`src/design/fan_speed_regulator_top_assert.svh`:
```
// Assertion macros for the fan speed regulator.
// Included by fan_speed_regulator_top; depends on nothing else.
`ifndef FAN_SPEED_REGULATOR_TOP_ASSERT_SVH
`define FAN_SPEED_REGULATOR_TOP_ASSERT_SVH

// condition must hold at every edge out of reset
`define FSR_ASSERT_ALWAYS(label, clk, rst, cond, msg) \
   label: assert property (@(posedge clk) disable iff (rst) (cond)) \
      else $error(msg);

// consequent must hold at the clock edge after the antecedent
`define FSR_ASSERT_NEXT(label, clk, rst, ante, cons, msg) \
   label: assert property (@(posedge clk) disable iff (rst) (ante) |=> (cons)) \
      else $error(msg);

`endif

```
`src/design/fsr_pkg.sv`:
```
// Types, constants and scaling helpers for the fan speed regulator.
// No dependencies; used by fan_speed_regulator_top.
package fsr_pkg;

   localparam int TEMP_W  = 8;
   localparam int SPEED_W = 6;
   localparam int SCALED_W = 13;   // 255 * 20 = 5100
   localparam int CSR_IDX_W = 2;
   localparam int CSR_DATA_W = 8;

   // band half width in 1/20 degC (0.75 degC)
   localparam logic [SCALED_W:0] BAND_HALF = 14'd15;

   // register indexes
   typedef enum logic [CSR_IDX_W-1:0] {
      CSR_TARGET_TEMP   = 2'd0,
      CSR_MIN_FAN_SPEED = 2'd1,
      CSR_REV16_SCALING = 2'd2,
      CSR_START_SPEED   = 2'd3
   } csr_index_type;

   typedef struct packed {
      logic [TEMP_W-1:0]  cpu_reading;
      logic [TEMP_W-1:0]  gpu_reading;
      logic [SPEED_W-1:0] fan_reported;
   } req_word_type;

   typedef struct packed {
      logic               write_fan;
      logic [SPEED_W-1:0] fan_speed;
      logic               hot_sensor;
   } rsp_word_type;

   // raw degC to 1/20 degC: x*16 + x*4
   function automatic logic [SCALED_W-1:0] scale_by_20(input logic [TEMP_W-1:0] raw);
      logic [SCALED_W-1:0] ext;
      ext = SCALED_W'(raw);
      return (ext << 4) + (ext << 2);
   endfunction

   // GPU scaling: x*16 on rev16 boards, x*20 otherwise
   function automatic logic [SCALED_W-1:0] scale_gpu(input logic [TEMP_W-1:0] raw,
                                                     input logic rev16);
      logic [SCALED_W-1:0] ext;
      ext = SCALED_W'(raw);
      return rev16 ? (ext << 4) : scale_by_20(raw);
   endfunction

endpackage

```
`src/design/fan_speed_regulator_top.sv`:
```
// Fan speed regulator: one sensor word in, one fan command word out.
// Depends on fsr_pkg and fan_speed_regulator_top_assert.svh.
//
//   channel  | direction | handshake           | payload
//   ---------+-----------+---------------------+---------------------------
//   req_     | in        | req_valid/req_stall | cpu, gpu, reported fan speed
//   rsp_     | out       | rsp_valid/rsp_stall | write_fan, fan_speed, sensor
//   csr_     | in        | csr_we              | csr_index, csr_wdata
//
// Two register stages: input register, then result register. A word accepted
// into the input register passes through the combinational regulation logic
// into the result register, where rsp_valid rises; one word per cycle sustained
// while rsp_stall is low.
// Reset is synchronous and loads the register defaults and the seed speed.
// A stall on rsp_ holds the result register; req_stall rises only while the
// input register is full and cannot move on.
module fan_speed_regulator_top #(
   parameter int MAX_SPEED  = 50,
   parameter int HOLD_TICKS = 12
) (
   input  logic                             clock,
   input  logic                             reset,
   input  logic                             req_valid,
   output logic                             req_stall,
   input  fsr_pkg::req_word_type            req_word,
   output logic                             rsp_valid,
   input  logic                             rsp_stall,
   output fsr_pkg::rsp_word_type            rsp_word,
   input  logic                             csr_we,
   input  logic [fsr_pkg::CSR_IDX_W-1:0]    csr_index,
   input  logic [fsr_pkg::CSR_DATA_W-1:0]   csr_wdata
);
   import fsr_pkg::*;

`include "fan_speed_regulator_top_assert.svh"

   localparam logic [SPEED_W-1:0]   MAX_SPD  = SPEED_W'(MAX_SPEED);
   localparam logic signed [7:0]    HOLD_CNT = 8'(HOLD_TICKS);
   localparam logic [SPEED_W-1:0]   SEED_RST = (10 > MAX_SPEED) ? MAX_SPD : 6'd10;

   // configuration
   logic [TEMP_W-1:0]   target_temp_ff;
   logic [SPEED_W-1:0]  min_fan_speed_ff;
   logic                rev16_ff;

   // regulation state
   logic [TEMP_W-1:0]   prev_cpu_ff, prev_cpu_in;
   logic [TEMP_W-1:0]   prev_gpu_ff, prev_gpu_in;
   logic                have_prev_ff;
   logic [SPEED_W-1:0]  speed_ff, speed_in;
   logic signed [7:0]   hot_ticks_ff, hot_ticks_in;
   logic signed [7:0]   cold_ticks_ff, cold_ticks_in;

   // pipeline
   logic                s1_valid_ff;
   req_word_type        s1_word_ff;
   logic                rsp_valid_ff;
   rsp_word_type        rsp_word_ff, rsp_word_in;

   logic                out_free;
   logic                s1_adv;
   logic                req_acc;

   assign out_free  = !rsp_valid_ff || !rsp_stall;
   assign s1_adv    = s1_valid_ff && out_free;
   assign req_stall = s1_valid_ff && !out_free;
   assign req_acc   = req_valid && !req_stall;
   assign rsp_valid = rsp_valid_ff;
   assign rsp_word  = rsp_word_ff;

   // regulation datapath
   logic [SCALED_W-1:0]  cpu_t, gpu_t, cur_t, old_t;
   logic [SCALED_W:0]    center, t_ext;
   logic                 use_gpu, below, above, rising, falling, flat;
   logic [SPEED_W-1:0]   eff_min;
   logic signed [7:0]    sp_step, cnt_step;
   logic                 step_up, step_dn;

   always_comb begin
      cpu_t   = scale_by_20(s1_word_ff.cpu_reading);
      gpu_t   = scale_gpu(s1_word_ff.gpu_reading, rev16_ff);
      use_gpu = cpu_t < gpu_t;
      cur_t   = use_gpu ? gpu_t : cpu_t;
      old_t   = use_gpu ? scale_gpu(prev_gpu_ff, rev16_ff) : scale_by_20(prev_cpu_ff);
      center  = {1'b0, scale_by_20(target_temp_ff)};
      t_ext   = {1'b0, cur_t};
      below   = (t_ext + BAND_HALF) < center;
      above   = t_ext > (center + BAND_HALF);
      rising  = cur_t > old_t;
      falling = cur_t < old_t;
      flat    = !rising && !falling;

      // effective minimum: 0 acts as 1, above max acts as max
      if (min_fan_speed_ff == '0) begin
         eff_min = SPEED_W'(1);
      end else if (min_fan_speed_ff > MAX_SPD) begin
         eff_min = MAX_SPD;
      end else begin
         eff_min = min_fan_speed_ff;
      end

      hot_ticks_in  = hot_ticks_ff;
      cold_ticks_in = cold_ticks_ff;
      step_up       = 1'b0;
      step_dn       = 1'b0;
      cnt_step      = '0;

      if (below) begin
         // cold side: count flat ticks, back off on rising
         if (flat) begin
            cnt_step = (cold_ticks_ff == 8'sd127) ? cold_ticks_ff : cold_ticks_ff + 8'sd1;
         end else if (rising) begin
            cnt_step = (cold_ticks_ff == -8'sd128) ? cold_ticks_ff : cold_ticks_ff - 8'sd1;
         end else begin
            cnt_step = cold_ticks_ff;
         end
         if (falling || cnt_step == HOLD_CNT) begin
            step_dn       = 1'b1;
            cold_ticks_in = '0;
         end else begin
            cold_ticks_in = cnt_step;
         end
      end else if (above) begin
         // hot side mirrors the cold side
         if (flat) begin
            cnt_step = (hot_ticks_ff == 8'sd127) ? hot_ticks_ff : hot_ticks_ff + 8'sd1;
         end else if (falling) begin
            cnt_step = (hot_ticks_ff == -8'sd128) ? hot_ticks_ff : hot_ticks_ff - 8'sd1;
         end else begin
            cnt_step = hot_ticks_ff;
         end
         if (rising || cnt_step == HOLD_CNT) begin
            step_up      = 1'b1;
            hot_ticks_in = '0;
         end else begin
            hot_ticks_in = cnt_step;
         end
      end else begin
         // in band: follow the trend
         hot_ticks_in  = '0;
         cold_ticks_in = '0;
         step_up       = rising;
         step_dn       = falling;
      end

      sp_step = $signed({2'b00, speed_ff});
      if (step_up) begin
         sp_step = sp_step + 8'sd1;
      end else if (step_dn) begin
         sp_step = sp_step - 8'sd1;
      end

      if (sp_step < $signed({2'b00, eff_min})) begin
         speed_in = eff_min;
      end else if (sp_step > $signed({2'b00, MAX_SPD})) begin
         speed_in = MAX_SPD;
      end else begin
         speed_in = sp_step[SPEED_W-1:0];
      end

      prev_cpu_in = s1_word_ff.cpu_reading;
      prev_gpu_in = s1_word_ff.gpu_reading;

      // first tick only stores samples
      rsp_word_in.hot_sensor = use_gpu;
      if (have_prev_ff) begin
         rsp_word_in.fan_speed = speed_in;
         rsp_word_in.write_fan = speed_in != s1_word_ff.fan_reported;
      end else begin
         rsp_word_in.fan_speed = speed_ff;
         rsp_word_in.write_fan = 1'b0;
      end
   end

   // input register
   always_ff @(posedge clock) begin
      if (reset) begin
         s1_valid_ff <= 1'b0;
      end else if (req_acc) begin
         s1_valid_ff <= 1'b1;
      end else if (s1_adv) begin
         s1_valid_ff <= 1'b0;
      end
      if (req_acc) begin
         s1_word_ff <= req_word;
      end
   end

   // result register
   always_ff @(posedge clock) begin
      if (reset) begin
         rsp_valid_ff <= 1'b0;
      end else if (s1_adv) begin
         rsp_valid_ff <= 1'b1;
      end else if (!rsp_stall) begin
         rsp_valid_ff <= 1'b0;
      end
      if (s1_adv) begin
         rsp_word_ff <= rsp_word_in;
      end
   end

   // configuration registers
   always_ff @(posedge clock) begin
      if (reset) begin
         target_temp_ff   <= 8'd55;
         min_fan_speed_ff <= SPEED_W'(1);
         rev16_ff         <= 1'b0;
      end else if (csr_we) begin
         unique case (csr_index)
            CSR_TARGET_TEMP:   target_temp_ff   <= csr_wdata;
            CSR_MIN_FAN_SPEED: min_fan_speed_ff <= csr_wdata[SPEED_W-1:0];
            CSR_REV16_SCALING: rev16_ff         <= csr_wdata[0];
            default: ;
         endcase
      end
   end

   // regulation state; a start speed write reseeds the speed
   always_ff @(posedge clock) begin
      if (reset) begin
         prev_cpu_ff   <= '0;
         prev_gpu_ff   <= '0;
         have_prev_ff  <= 1'b0;
         speed_ff      <= SEED_RST;
         hot_ticks_ff  <= '0;
         cold_ticks_ff <= '0;
      end else if (csr_we && csr_index == CSR_START_SPEED) begin
         speed_ff <= (csr_wdata[SPEED_W-1:0] > MAX_SPD) ? MAX_SPD : csr_wdata[SPEED_W-1:0];
      end else if (s1_adv) begin
         prev_cpu_ff  <= prev_cpu_in;
         prev_gpu_ff  <= prev_gpu_in;
         have_prev_ff <= 1'b1;
         if (have_prev_ff) begin
            speed_ff      <= speed_in;
            hot_ticks_ff  <= hot_ticks_in;
            cold_ticks_ff <= cold_ticks_in;
         end
      end
   end

   // checks
   `FSR_ASSERT_ALWAYS(a_speed_max, clock, reset, speed_ff <= MAX_SPD, "speed above maximum")
   `FSR_ASSERT_ALWAYS(a_cnt_hold, clock, reset,
      (hot_ticks_ff != HOLD_CNT) && (cold_ticks_ff != HOLD_CNT), "tick counter left at hold")
   `FSR_ASSERT_NEXT(a_first_nowrite, clock, reset, s1_adv && !have_prev_ff,
      !rsp_word_ff.write_fan, "write requested on first tick")
   `FSR_ASSERT_NEXT(a_s1_hold, clock, reset, s1_valid_ff && rsp_valid_ff && rsp_stall,
      s1_valid_ff, "input word dropped while output stalled")

endmodule
```
`config.mk`:
```
export PLATFORM = sky130hd
export DESIGN_NAME = fan_speed_regulator_top
export DESIGN_NICKNAME = d
export VERILOG_FILES = /design/src/design/fsr_pkg.sv /design/src/design/fan_speed_regulator_top.sv
export VERILOG_INCLUDE_DIRS = /design/src /design/src/design
export SDC_FILE = /design/constraint.sdc
export NUM_CORES = 1
export LEC_CHECK = 0
export BUFFER_PORTS_ARGS = -buffer_cell sky130_fd_sc_hd__buf_4
export CAP_MARGIN = 25
export CORE_MARGIN = 2
export CORE_UTILIZATION = 58
export CTS_BUF_LIST = sky130_fd_sc_hd__clkbuf_4 sky130_fd_sc_hd__clkbuf_8
export CTS_CLUSTER_SIZE = 28
export DETAILED_ROUTE_END_ITERATION = 6
export HOLD_SLACK_MARGIN = 0.06
export PLACE_DENSITY = 0.79
export SLEW_MARGIN = 10
export SYNTH_ARGS = -nofsm -noshare
export SYNTH_HDL_FRONTEND = slang
export SYNTH_SLANG_ARGS = --single-unit
```
`constraint.sdc`:
```
create_clock -name clock -period 10.11 [get_ports clock]
set_clock_uncertainty 0.1 [all_clocks]
set_input_delay 2.022 -clock clock [delete_from_list [all_inputs] [get_ports clock]]
set_output_delay 2.022 -clock clock [all_outputs]
set_load 0.01 [all_outputs]
```
==> summary.txt <==
Outcome
  – Status: finished clean

Global routing
  – Congestion Overflow GR: 0
  – First-pass GRT wire length: 35.4 mm
  – Largest net degree at the start of global routing: 57
  – GRT Total Usage: 29.5%
  – Initial antenna violation count: 0
  – Met2 GRT Util: 44.3%
  – M3 GR Usage: 5.21%
  – Most Crowded Layer GR: met2
  – Met1 usage: 43.0%
  – Vias in the first global route: about 7k

Cells and area
  – Most frequent cells in the layout: 97 x nand2_1, 94 x nor2_1, 87 x a21oi_1, 82 x ha_1, 76 x buf_4
  – ANT cells: 0
  – Final nets: approximately 1.2k
  – Final instance area: between 9000 and 10,000 um^2
  – Syn-to-layout area delta: 11.2%
  – Layout cells sized above 1: 13.8%
  – Commonest non-fill, non-tap cell in the layout: nand2_1

Timing
  – Final worst-path cycle share: 97.0%
  – Setup-failing EPs final: 0
  – Final Max Slew Viols: 0
  – Slew @ Worst Pin: roughly 0.96 ns
  – Achievable clock frequency: 102 MHz
  – Final hold violation count: 0
  – Min Tclk post-route: approximately 9.8 ns
  – Max_slew headroom: about 36%

Synthesis
  – Async S/R FF share, synth: 0%
  – Distinct cell type count after synthesis: 89
  – Syn_nets: about 1.1k
  – Mapped cell area: a little over 8000 um^2
  – Ys flop type: dfxtp_1
  – Post-synthesis xor/xnor area fraction: under 10%
  – Post-synthesis sequential area ratio: about a quarter
  – Post-Syn Instances: 1,009
  – Largest family of logic cells by synthesized area: compound AO/OA/AOI/OAI gates
  – Post-synth EDFFs: 30
  – Mux contribution to synthesized area: between 4 and 5%
  – Synth Area in Simple Gates: a little over a fifth
  – Synth Area in Compound Gates: between 20% and 30%
  – Synth warn: 0
  – Yosys reg bits: 86
  – Avg Synthesized Cell Area: 8.19 um^2
  – Adder-Cell Fraction of Synth Area: 13.8%

Detailed routing
  – Post-route DRC: 0
  – Vias per cell: between 6 and 7
  – DRT antenna net count: 0
  – Routed Wire Length: between 20 and 25 mm
  – Mean routed wirelength per cell: between 15 and 20 um
  – DR pass1 iterations: 5
  – Vias: 8,018
  – First DRT Iteration DRCs: 804

Worst setup path
  – CP peak stage delay: ~0.6 ns
  – CP max stage cell: nor3_1
  – Crit path arrival time: about 9.9 ns
  – Setup CP Type: flop to flop
  – Crit. End Element: flop
  – Crit Path Max Fanout: 9
  – Critical path's most frequent cell: ha_1
  – Worst EP required: 10.16 ns
  – Startpoint Class: flop

Clock tree
  – Clock Sinks: 86
  – Cts bufs inserted: 9
  – CTS H-Tree Depth: 3
  – Clock slew at reported path FFs: approximately 0.10 ns
  – Maximum clock insertion buffer count: 2
  – Root buffer cell: clkbuf_8
  – TritonCTS clock tree: done
  – Post-CTS Hold Fix Bufs: 0
  – Clk_lat worst skew: 0.40 ns

Die
  – Boundary pin count: 47
  – Initial Util: around 60%
  – Core Area: about 14,000 um^2
  – Die H: 123 um
  – Cell row count: 43
  – Die Area: roughly 15,000 um^2
  – Die width: ~120 um

Job
  – Max-cap violations: 0

Place
  – GPL Wtd Cong: approximately 1
  – Port-buffer cells: 46
  – Placed cell area: slightly below 9000 um^2
  – Hpwl dp: 16.7 mm

Pwr
  – Peak supply drop: about 99 uV
  – Power Density: 187 nW/um^2
  – Total power: ~0.0017 W
  – Static leakage: 3.78 nW

Hold path
  – Hold WC Path Type: flop to flop
==> cell type report <==
cell class,count,area [um^2]
Fill cell,1169,4700
Tap cell,180,225
Multi-Input combinational cell,844,6010
Timing Repair Buffer,77,582
Inverter,44,168
Clock inverter,7,56.3
Clock buffer,9,124
Sequential cell,86,2020
==> power breakdown <==
group	internal (W)	switching (W)
Combinational	0.000454	0.000627
Sequential	0.000377	0.0000230
Clock	0.0000917	0.000145
Total	0.000922	0.000795
==> layer usage <==
layer	wire, um	vias to the layer above
li1	-	3828
met1	10300	3782
met2	9920	369
met3	1790	39
met4	437	0
met5	0	-
==> Yosys cell counts (all sizes together), types with 6 or more instances <==
cell type,instances,area (um^2)
nand2,97,364
nor2,95,364
a21oi,92,468
ha,82,1030
dfxtp,56,1120
o21ai,54,285
inv,44,165
xnor2,38,378
nand3,37,190
mux2i,31,323
edfxtp,30,901
clkbuf,24,90.1
nor2b,24,150
a21o,19,143
xor2,19,166
o211ai,17,133
and3,15,93.8
nor3,15,75.1
o21a,13,97.6
buf,12,68.8
nand2b,12,75.1
or3,12,75.1
a211o,11,96.3
a31oi,11,83.8
a22oi,9,72.6
nand4,9,56.3
and2,8,50.1
nor3b,8,60.1
mux2,7,82.6
nand3b,7,52.6
o21bai,7,52.6
o22ai,7,43.8
o31ai,6,45.0
==> logic make-up after synthesis <==
logic type	after synthesis
simple gates	360
compound gates	300
fa+ha+maj	88
flops	86
buf+inv	80
xor+xnor	57
mux	38
==> per-stage QoR <==
| stage | setup slack (ns) | TNS [ns] | util (%) | hold WS [ns] | cells |
|---|---|---|---|---|---|
| detailed placement | 0.0467 | 0 | 63.4 | 0.374 | 1216 |
| floorplan | 0.260 | 0 | - | 0.354 | 1009 |
| finish | 0.302 | 0 | 66.2 | 0.390 | 1247 |
| global route | -0.128 | -0.128 | 66.2 | 0.417 | 1247 |
| global placement | 0.269 | 0 | 63.4 | 0.371 | 1216 |
| CTS | 0.141 | 0 | 64.9 | 0.389 | 1236 |
==> worst max-delay path: cells and delay by family, from the launching register on <==
family / cells / cell delay (ns)
AOI/OAI and AO/OA: 13 / 2.98
buffers and inverters: 6 / 0.83
and+or+nand+nor: 12 / 3.12
xor gates and xnor gates: 1 / 0.11
adders and majority gates: 5 / 1.57
muxes: 2 / 0.31
DFF: 1 / 0.48
==> state kept, by name, summed over array words and instances, names as in the netlist, 8 cells and up <==
signal and cells:
prev_cpu_ff 8, prev_gpu_ff 8, rsp_word 8, hot_ticks_ff 8, prev_cpu_in 8, cold_ticks_ff 8, prev_gpu_in 8, target_temp_ff 8
==> repair_timing <==
action,4_1_cts,5_1_grt
gates cloned,0,1
buffers inserted,4,10
pin swaps,1,9
endpoints found under the setup margin,1,10
gates resized for setup,0,24
==> worst paths after layout <==
check | slack, ns | from | cells past startpoint | end
max reg2reg | 0.30 | prev_cpu_in[0] | 39 | rsp_word[7]
min | 0.39 | prev_cpu_ff[4] | 2 | prev_cpu_ff[4]
min reg2reg | 0.39 | prev_cpu_ff[4] | 2 | prev_cpu_ff[4]
max | 0.30 | prev_cpu_in[0] | 39 | rsp_word[7]
(Power assumes the default switching activity.)
